--- config.mk ---
export PLATFORM = sky130hd
export DESIGN_NAME = mandelbrot_escape_time
export DESIGN_NICKNAME = d
export VERILOG_FILES = /design/src/design/mandel_pkg.sv /design/src/design/mandel_mul.sv /design/src/design/mandelbrot_escape_time.sv
export SDC_FILE = /design/constraint.sdc
export NUM_CORES = 2
export LEC_CHECK = 0
export ABC_AREA = 1
export BUFFER_PORTS_ARGS = -buffer_cell sky130_fd_sc_hd__buf_2
export CORE_MARGIN = 10
export CORE_UTILIZATION = 35
export CTS_BUF_LIST = sky130_fd_sc_hd__clkbuf_4 sky130_fd_sc_hd__clkbuf_8 sky130_fd_sc_hd__clkbuf_16
export DETAILED_ROUTE_END_ITERATION = 16
export PLACE_DENSITY = 0.53
export SYNTH_ARGS = -nofsm -noshare
export SYNTH_HDL_FRONTEND = slang
export SYNTH_HIERARCHICAL = 1
export SYNTH_SLANG_ARGS = --single-unit
export TNS_END_PERCENT = 5
--- constraint.sdc ---
create_clock -name clk_i -period 10.7 [get_ports clk_i]
set_input_delay 0.535 -clock clk_i [delete_from_list [all_inputs] [get_ports clk_i]]
set_output_delay 0.535 -clock clk_i [all_outputs]
set_load 0.01 [all_outputs]
--- src/design/mandel_pkg.sv ---
package mandel_pkg;

  // Configuration port geometry
  localparam int unsigned CFG_IDX_W  = 3;
  localparam int unsigned CFG_DATA_W = 32;

  // Register indexes
  localparam logic [CFG_IDX_W-1:0] CFG_ORIGIN_REAL    = 3'd0;
  localparam logic [CFG_IDX_W-1:0] CFG_ORIGIN_IMAG    = 3'd1;
  localparam logic [CFG_IDX_W-1:0] CFG_PIXEL_PITCH    = 3'd2;
  localparam logic [CFG_IDX_W-1:0] CFG_MAX_ITERATIONS = 3'd3;
  localparam logic [CFG_IDX_W-1:0] CFG_IMAGE_WIDTH    = 3'd4;
  localparam logic [CFG_IDX_W-1:0] CFG_IMAGE_HEIGHT   = 3'd5;

  // Register widths
  localparam int unsigned ORIGIN_W = 32;
  localparam int unsigned PITCH_W  = 31;
  localparam int unsigned COUNT_W  = 16;
  localparam int unsigned DIM_W    = 13;

  // Register reset values
  localparam logic signed [ORIGIN_W-1:0] ORIGIN_REAL_RST = -32'sd536870912;
  localparam logic signed [ORIGIN_W-1:0] ORIGIN_IMAG_RST = -32'sd268435456;
  localparam logic [PITCH_W-1:0]         PITCH_RST       = 31'd268435;
  localparam logic [COUNT_W-1:0]         MAX_ITER_RST    = 16'd1000;
  localparam logic [DIM_W-1:0]           WIDTH_RST       = 13'd3000;
  localparam logic [DIM_W-1:0]           HEIGHT_RST      = 13'd2000;

  typedef enum logic [3:0] {
    ST_IDLE,
    ST_CR,
    ST_CI,
    ST_Z0,
    ST_NEXT,
    ST_SQR,
    ST_SQI,
    ST_SUM,
    ST_DONE
  } state_e;

endpackage

--- src/design/mandel_mul.sv ---
module mandel_mul #(
  parameter int unsigned MW = 31
) (
  input  logic              clk_i,
  input  logic signed [MW:0] a_i,
  input  logic signed [MW:0] b_i,
  output logic [2*MW-1:0]   mag_o,
  output logic              neg_o
);

  logic [MW:0]     a_neg;
  logic [MW:0]     b_neg;
  logic [MW-1:0]   a_mag;
  logic [MW-1:0]   b_mag;
  logic [2*MW-1:0] mag_d;
  logic [2*MW-1:0] mag_q;
  logic            neg_d;
  logic            neg_q;

  // Sign-magnitude product: magnitudes multiply, sign applied by the user
  assign a_neg = -a_i;
  assign b_neg = -b_i;
  assign a_mag = a_i[MW] ? a_neg[MW-1:0] : a_i[MW-1:0];
  assign b_mag = b_i[MW] ? b_neg[MW-1:0] : b_i[MW-1:0];
  assign mag_d = a_mag * b_mag;
  assign neg_d = a_i[MW] ^ b_i[MW];

  always_ff @(posedge clk_i) begin
    mag_q <= mag_d;
    neg_q <= neg_d;
  end

  assign mag_o = mag_q;
  assign neg_o = neg_q;

endmodule

--- src/design/mandelbrot_escape_time.sv ---
// Channel   | Direction | Handshake              | Payload
// ----------+-----------+------------------------+-------------------------------------------
// config    | in        | cfg_we_i               | cfg_idx_i, cfg_wdata_i
// pixel in  | in        | in_valid_i / in_stall_o  | pixel_col_i, pixel_row_i
// result    | out       | out_valid_o / out_stall_i| out_col_o, out_row_o, escape_count_o,
//           |           |                        | in_range_o
//
// Sequence: an in-range pixel passes the setup states CR, CI and Z0, then runs the states
// NEXT, SQR, SQI and SUM for each iteration, then DONE hands over the result. The loop
// has these states because the one registered multiplier forms zr*zi,
// zr*zr and zi*zi in turn. A pixel outside the image, or a zero limit, skips to DONE.
// Reset clears the sequencer and output valid and loads the register defaults.
// A stalled result sits in the output register while the next pixel is accepted.
module mandelbrot_escape_time #(
  parameter int unsigned COORD_BITS = 12,
  parameter int unsigned FRAC_BITS  = 28
) (
  input  logic                                clk_i,
  input  logic                                rst_ni,
  // configuration
  input  logic                                cfg_we_i,
  input  logic [mandel_pkg::CFG_IDX_W-1:0]    cfg_idx_i,
  input  logic [mandel_pkg::CFG_DATA_W-1:0]   cfg_wdata_i,
  // pixel input
  input  logic                                in_valid_i,
  output logic                                in_stall_o,
  input  logic [COORD_BITS-1:0]               pixel_col_i,
  input  logic [COORD_BITS-1:0]               pixel_row_i,
  // result output
  output logic                                out_valid_o,
  input  logic                                out_stall_i,
  output logic [COORD_BITS-1:0]               out_col_o,
  output logic [COORD_BITS-1:0]               out_row_o,
  output logic [mandel_pkg::COUNT_W-1:0]      escape_count_o,
  output logic                                in_range_o
);

  import mandel_pkg::*;

  // Multiplier magnitude width: covers |z| < 2^(F+1) and the 31-bit pitch
  localparam int unsigned MW   = (FRAC_BITS + 1 > PITCH_W) ? FRAC_BITS + 1 : PITCH_W;
  // c coordinate: coord*pitch plus signed origin
  localparam int unsigned CW   = COORD_BITS + PITCH_W + 2;
  // z components: |z| < 2^(F+1)
  localparam int unsigned ZW   = FRAC_BITS + 2;
  // truncated products and squares: below 2^(F+2)
  localparam int unsigned SQW  = FRAC_BITS + 2;
  // candidate z before the escape test
  localparam int unsigned NW   = ((CW > FRAC_BITS + 4) ? CW : FRAC_BITS + 4) + 2;
  // pixel compare width
  localparam int unsigned CMPW = (COORD_BITS > DIM_W) ? COORD_BITS : DIM_W;

  localparam logic signed [NW-1:0] LIM     = {{(NW-FRAC_BITS-2){1'b0}}, 1'b1,
                                              {(FRAC_BITS+1){1'b0}}};
  localparam logic signed [NW-1:0] NEG_LIM = -LIM;
  localparam logic [SQW:0]         FOUR    = {1'b1, {(SQW){1'b0}}};

  // Configuration registers
  logic signed [ORIGIN_W-1:0] ore_q;
  logic signed [ORIGIN_W-1:0] oim_q;
  logic [PITCH_W-1:0]         pitch_q;
  logic [COUNT_W-1:0]         max_iter_q;
  logic [DIM_W-1:0]           width_q;
  logic [DIM_W-1:0]           height_q;

  // Sequencer and working registers
  state_e                     state_q, state_d;
  logic [COORD_BITS-1:0]      col_q, col_d;
  logic [COORD_BITS-1:0]      row_q, row_d;
  logic                       inr_q, inr_d;
  logic [COUNT_W-1:0]         count_q, count_d;
  logic [COUNT_W-1:0]         iter_q, iter_d;
  logic signed [CW-1:0]       cr_q, cr_d;
  logic signed [CW-1:0]       ci_q, ci_d;
  logic signed [ZW-1:0]       zr_q, zr_d;
  logic signed [ZW-1:0]       zi_q, zi_d;
  logic [SQW-1:0]             sr_q, sr_d;
  logic [SQW-1:0]             si_q, si_d;

  // Output register
  logic                       oval_q, oval_d;
  logic [COORD_BITS-1:0]      ocol_q, ocol_d;
  logic [COORD_BITS-1:0]      orow_q, orow_d;
  logic [COUNT_W-1:0]         ocnt_q, ocnt_d;
  logic                       oinr_q, oinr_d;

  // Shared multiplier
  logic signed [MW:0]         mul_a;
  logic signed [MW:0]         mul_b;
  logic [2*MW-1:0]            prod_mag;
  logic                       prod_neg;

  // Datapath nets
  logic                       inside_w;
  logic                       accept_w;
  logic                       out_free_w;
  logic [SQW-1:0]             shr_w;
  logic signed [SQW:0]        cross_w;
  logic signed [CW-1:0]       coord_prod_w;
  logic signed [NW-1:0]       nr_w;
  logic signed [NW-1:0]       ni_w;
  logic                       escape_w;
  logic [SQW:0]               sum_w;
  logic                       sum_hit_w;
  logic                       last_iter_w;

  // ---------------------------------------------------------------------------
  // Configuration writes
  // ---------------------------------------------------------------------------
  always_ff @(posedge clk_i or negedge rst_ni) begin
    if (!rst_ni) begin
      ore_q      <= ORIGIN_REAL_RST;
      oim_q      <= ORIGIN_IMAG_RST;
      pitch_q    <= PITCH_RST;
      max_iter_q <= MAX_ITER_RST;
      width_q    <= WIDTH_RST;
      height_q   <= HEIGHT_RST;
    end else if (cfg_we_i) begin
      unique case (cfg_idx_i)
        CFG_ORIGIN_REAL:    ore_q      <= cfg_wdata_i[ORIGIN_W-1:0];
        CFG_ORIGIN_IMAG:    oim_q      <= cfg_wdata_i[ORIGIN_W-1:0];
        CFG_PIXEL_PITCH:    pitch_q    <= cfg_wdata_i[PITCH_W-1:0];
        CFG_MAX_ITERATIONS: max_iter_q <= cfg_wdata_i[COUNT_W-1:0];
        CFG_IMAGE_WIDTH:    width_q    <= cfg_wdata_i[DIM_W-1:0];
        CFG_IMAGE_HEIGHT:   height_q   <= cfg_wdata_i[DIM_W-1:0];
        default: ;
      endcase
    end
  end

  // ---------------------------------------------------------------------------
  // Handshake
  // ---------------------------------------------------------------------------
  assign in_stall_o = (state_q != ST_IDLE);
  assign accept_w   = in_valid_i && !in_stall_o;
  assign out_free_w = !oval_q || !out_stall_i;
  assign inside_w   = (CMPW'(pixel_col_i) < CMPW'(width_q)) &&
                      (CMPW'(pixel_row_i) < CMPW'(height_q));

  // ---------------------------------------------------------------------------
  // Shared multiplier: operand select by step
  // ---------------------------------------------------------------------------
  always_comb begin
    mul_a = (MW+1)'(zr_q);
    mul_b = (MW+1)'(zi_q);
    unique case (state_q)
      ST_CR: begin
        mul_a = (MW+1)'(col_q);
        mul_b = (MW+1)'(pitch_q);
      end
      ST_CI: begin
        mul_a = (MW+1)'(row_q);
        mul_b = (MW+1)'(pitch_q);
      end
      ST_SQR: begin
        mul_a = (MW+1)'(zr_q);
        mul_b = (MW+1)'(zr_q);
      end
      ST_SQI: begin
        mul_a = (MW+1)'(zi_q);
        mul_b = (MW+1)'(zi_q);
      end
      default: ;
    endcase
  end

  mandel_mul #(
    .MW (MW)
  ) u_mul (
    .clk_i (clk_i),
    .a_i   (mul_a),
    .b_i   (mul_b),
    .mag_o (prod_mag),
    .neg_o (prod_neg)
  );

  // Truncate the magnitude by FRAC_BITS, then apply the sign
  assign shr_w        = prod_mag[2*FRAC_BITS+1:FRAC_BITS];
  assign cross_w      = prod_neg ? -$signed({1'b0, shr_w}) : $signed({1'b0, shr_w});
  assign coord_prod_w = $signed(CW'(prod_mag[COORD_BITS+PITCH_W-1:0]));

  // New z and the coarse bound test
  assign nr_w     = $signed(NW'(sr_q)) - $signed(NW'(si_q)) + NW'(cr_q);
  assign ni_w     = NW'(cross_w) + NW'(cross_w) + NW'(ci_q);
  assign escape_w = (nr_w >= LIM) || (nr_w <= NEG_LIM) ||
                    (ni_w >= LIM) || (ni_w <= NEG_LIM);

  // Magnitude test on the squares
  assign sum_w       = {1'b0, sr_q} + {1'b0, shr_w};
  assign sum_hit_w   = (sum_w >= FOUR);
  assign last_iter_w = (iter_q == max_iter_q);

  // ---------------------------------------------------------------------------
  // Sequencer: next state
  // ---------------------------------------------------------------------------
  always_comb begin
    state_d = state_q;
    unique case (state_q)
      ST_IDLE: begin
        if (accept_w) begin
          state_d = (inside_w && (max_iter_q != '0)) ? ST_CR : ST_DONE;
        end
      end
      ST_CR:   state_d = ST_CI;
      ST_CI:   state_d = ST_Z0;
      ST_Z0:   state_d = ST_NEXT;
      ST_NEXT: state_d = escape_w ? ST_DONE : ST_SQR;
      ST_SQR:  state_d = ST_SQI;
      ST_SQI:  state_d = ST_SUM;
      ST_SUM:  state_d = (sum_hit_w || last_iter_w) ? ST_DONE : ST_NEXT;
      ST_DONE: begin
        if (out_free_w) begin
          state_d = ST_IDLE;
        end
      end
      default: state_d = ST_IDLE;
    endcase
  end

  // ---------------------------------------------------------------------------
  // Sequencer: datapath and output register updates
  // ---------------------------------------------------------------------------
  always_comb begin
    col_d   = col_q;
    row_d   = row_q;
    inr_d   = inr_q;
    count_d = count_q;
    iter_d  = iter_q;
    cr_d    = cr_q;
    ci_d    = ci_q;
    zr_d    = zr_q;
    zi_d    = zi_q;
    sr_d    = sr_q;
    si_d    = si_q;
    oval_d  = oval_q && out_stall_i;
    ocol_d  = ocol_q;
    orow_d  = orow_q;
    ocnt_d  = ocnt_q;
    oinr_d  = oinr_q;
    unique case (state_q)
      ST_IDLE: begin
        if (accept_w) begin
          // latch the pixel, start from z = 0
          col_d   = pixel_col_i;
          row_d   = pixel_row_i;
          inr_d   = inside_w;
          count_d = '0;
          iter_d  = COUNT_W'(1);
          zr_d    = '0;
          zi_d    = '0;
          sr_d    = '0;
          si_d    = '0;
        end
      end
      ST_CI: cr_d = coord_prod_w + CW'(ore_q);
      ST_Z0: ci_d = coord_prod_w + CW'(oim_q);
      ST_NEXT: begin
        zr_d = nr_w[ZW-1:0];
        zi_d = ni_w[ZW-1:0];
        if (escape_w) begin
          count_d = iter_q;
        end
      end
      ST_SQI: sr_d = shr_w;
      ST_SUM: begin
        si_d = shr_w;
        if (sum_hit_w) begin
          count_d = iter_q;
        end else if (!last_iter_w) begin
          iter_d = iter_q + COUNT_W'(1);
        end
      end
      ST_DONE: begin
        if (out_free_w) begin
          // hand over the result
          oval_d = 1'b1;
          ocol_d = col_q;
          orow_d = row_q;
          ocnt_d = count_q;
          oinr_d = inr_q;
        end
      end
      default: ;
    endcase
  end

  always_ff @(posedge clk_i or negedge rst_ni) begin
    if (!rst_ni) begin
      state_q <= ST_IDLE;
      oval_q  <= 1'b0;
    end else begin
      state_q <= state_d;
      oval_q  <= oval_d;
    end
  end

  always_ff @(posedge clk_i) begin
    col_q   <= col_d;
    row_q   <= row_d;
    inr_q   <= inr_d;
    count_q <= count_d;
    iter_q  <= iter_d;
    cr_q    <= cr_d;
    ci_q    <= ci_d;
    zr_q    <= zr_d;
    zi_q    <= zi_d;
    sr_q    <= sr_d;
    si_q    <= si_d;
    ocol_q  <= ocol_d;
    orow_q  <= orow_d;
    ocnt_q  <= ocnt_d;
    oinr_q  <= oinr_d;
  end

  assign out_valid_o    = oval_q;
  assign out_col_o      = ocol_q;
  assign out_row_o      = orow_q;
  assign escape_count_o = ocnt_q;
  assign in_range_o     = oinr_q;

endmodule

==> impl_metrics.yaml <==
grt:
  grt_overflow: 0
  grt_max_degree: 65
  antenna_found_initial: 9
  grt_pass1_wl_mm: 392
  grt_usage_pct: 24.2
  grt_pass1_vias: 59100
setup_path:
  critPathBufInv: 10
  worstPathArrival_ps: 10740
  crit_family: "adder cells"
  worst_setup_path_end_kind: "register"
  startpoint_type: "register"
  critPathKind: "reg2reg"
  worst_path_max_delay_cell: "fa_1"
  crit_required_ps: 11260
  regToRegSetupSlack_ps: 530
  slowest_delay_ps: 730
  path_max_fanout: 13
routing:
  via_per_inst: 5.02
  wl_per_cell_um: 22.3
  routed_wl_mm: 264
  drt_iter0_drc: 5685
  vias: 59500
  drcViolationCount: 0
  first_pass_iters: 6
  ant_nets: 0
timing:
  setup-violations-final: 0
  fin_skew_ps: 59.9
  worst_pin_slew_ps: 1180
  slew_viol_final: 0
  final.period_utilization_pct: 95.1
  final_hold_viol_count: 0
  relSlewSlack_pct: 21.4
  timing.final.ws_setup_ps: 526
  finalCriticalPeriod_ps: 10170
  fin_tns_setup_ps: 0
  rsz0062_at_grt: "no"
  fmax_mhz: 98.3
synth:
  netlist_area_sq_mm: 0.0685
  ys_warn_count: 6
  synthCells: 9092
  synth_nets: 10500
  avgSynthCellArea_sq_um: 7.54
floorplan:
  dieArea_sq_mm: 0.214
  die_y_um: 462
  rows: 162
  core_area_sq_mm: 0.195
  io_pins: 107
  die_w_um: 462
  floorplan.initialDensity_pct: 35.2
flow_run:
  drv_cap: 0
cts:
  cts_made_buffers: 57
  clock_sinks: 509
  htreeDepth: 2
  insertion_delay_ps: 700
  cts_tree: "yes"
  cts.path.max_buffers: 3
  clockRootBuffer: "clkbuf_16"
  clkTransAtPathRegs_ps: 60
placement:
  place_inst: 11700
  place.gp.congestion: 0.957
  place_ws_ps: 470
  dp.final_hpwl_mm: 226
  port_buffers: 106
layout:
  drive_gt1_share_pct: 6.44
  final_nets: 10600
  fin_cells: 11800
  fillers: 20600
  syn_to_final_growth_pct: 8.61
worst_hold_path:
  hold_path_class: "in2reg"
status:
  status: "finished, final reports clean"
==> area by class of cell <==
class                      instances  area, sq um  area share, %
clock buffer                      69         1560           2.09
sequential                       509        14000           18.8
tap                             2624         3280           4.41
clock inverter                    38          473          0.636
timing repair buffer             235         1520           2.05
inverter                        2012         7560           10.2
antenna                            3         7.51         0.0101
multi-input combinational       6352        46000           61.8
==> flip-flops by register name, indices dropped and copies added, names as in the netlist, 12 cells and up <==
signal	cells
row_q	12
pitch_q	31
out_row_o	12
max_iter_q	16
ci_q	45
sr_q	30
iter_q	16
ore_q	32
u_mul/mag_o	58
width_q	13
count_q	16
height_q	13
cr_q	45
escape_count_o	16
col_q	12
zi_q	30
si_q	30
oim_q	32
zr_q	30
out_col_o	12
==> path summary, 6_finish.rpt <==
kind | from | end | cells after the start
max | state_q[0] | u_mul/mag_o[23] | 38
min | pixel_row_i[1] | row_q[1] | 1
max reg2reg | state_q[0] | u_mul/mag_o[23] | 38
min reg2reg | count_q[2] | escape_count_o[2] | 0
max in group asynchronous | rst_ni | height_q[3] | 4
min in group asynchronous | rst_ni | ore_q[10] | 2
==> cells in the final DEF (no fill, tap or decap), drive strengths merged, types with 51 or more instances in the layout <==
cell,count
inv,2010
ha,494
edfxtp,308
nor3,51
xor2,170
xnor2,65
buf,234
nand4,79
a21oi,307
nand3,309
nand2,2449
dfxtp,59
clkbuf,69
nor2,1052
dfrtp,109
o21ai,325
fa,841
==> per-layer routing <==
metal | global-route usage [%] | vias up | routed length, um
li1 | - | 27700 | -
met1 | 35.8 | 29400 | 123000
met2 | 37.2 | 2104 | 115000
met3 | 3.18 | 312 | 18400
met4 | 5.74 | 2 | 6980
met5 | 0 | - | 13
==> timing repair <==
item | in CTS | in global routing
endpoints found under the hold margin | 23 | 0
hold buffers | 1 | 0
setup endpoints to repair | 0 | 16
setup buffers | 0 | 2
gates resized for setup | 0 | 6
==> through the flow <==
stage	util, %	hold WS [ps]	instance area (sq um)
after floorplan	-	239	68500
after global placement	37.1	408	72300
after detailed placement	37.1	406	72300
after CTS	38.2	27.4	74400
after global routing	38.2	44.1	74400
final	38.2	72.1	74400
Power is left out: the tool's default activity adds up to more than one toggle a clock period on the data nets, which glitch-free logic cannot reach.
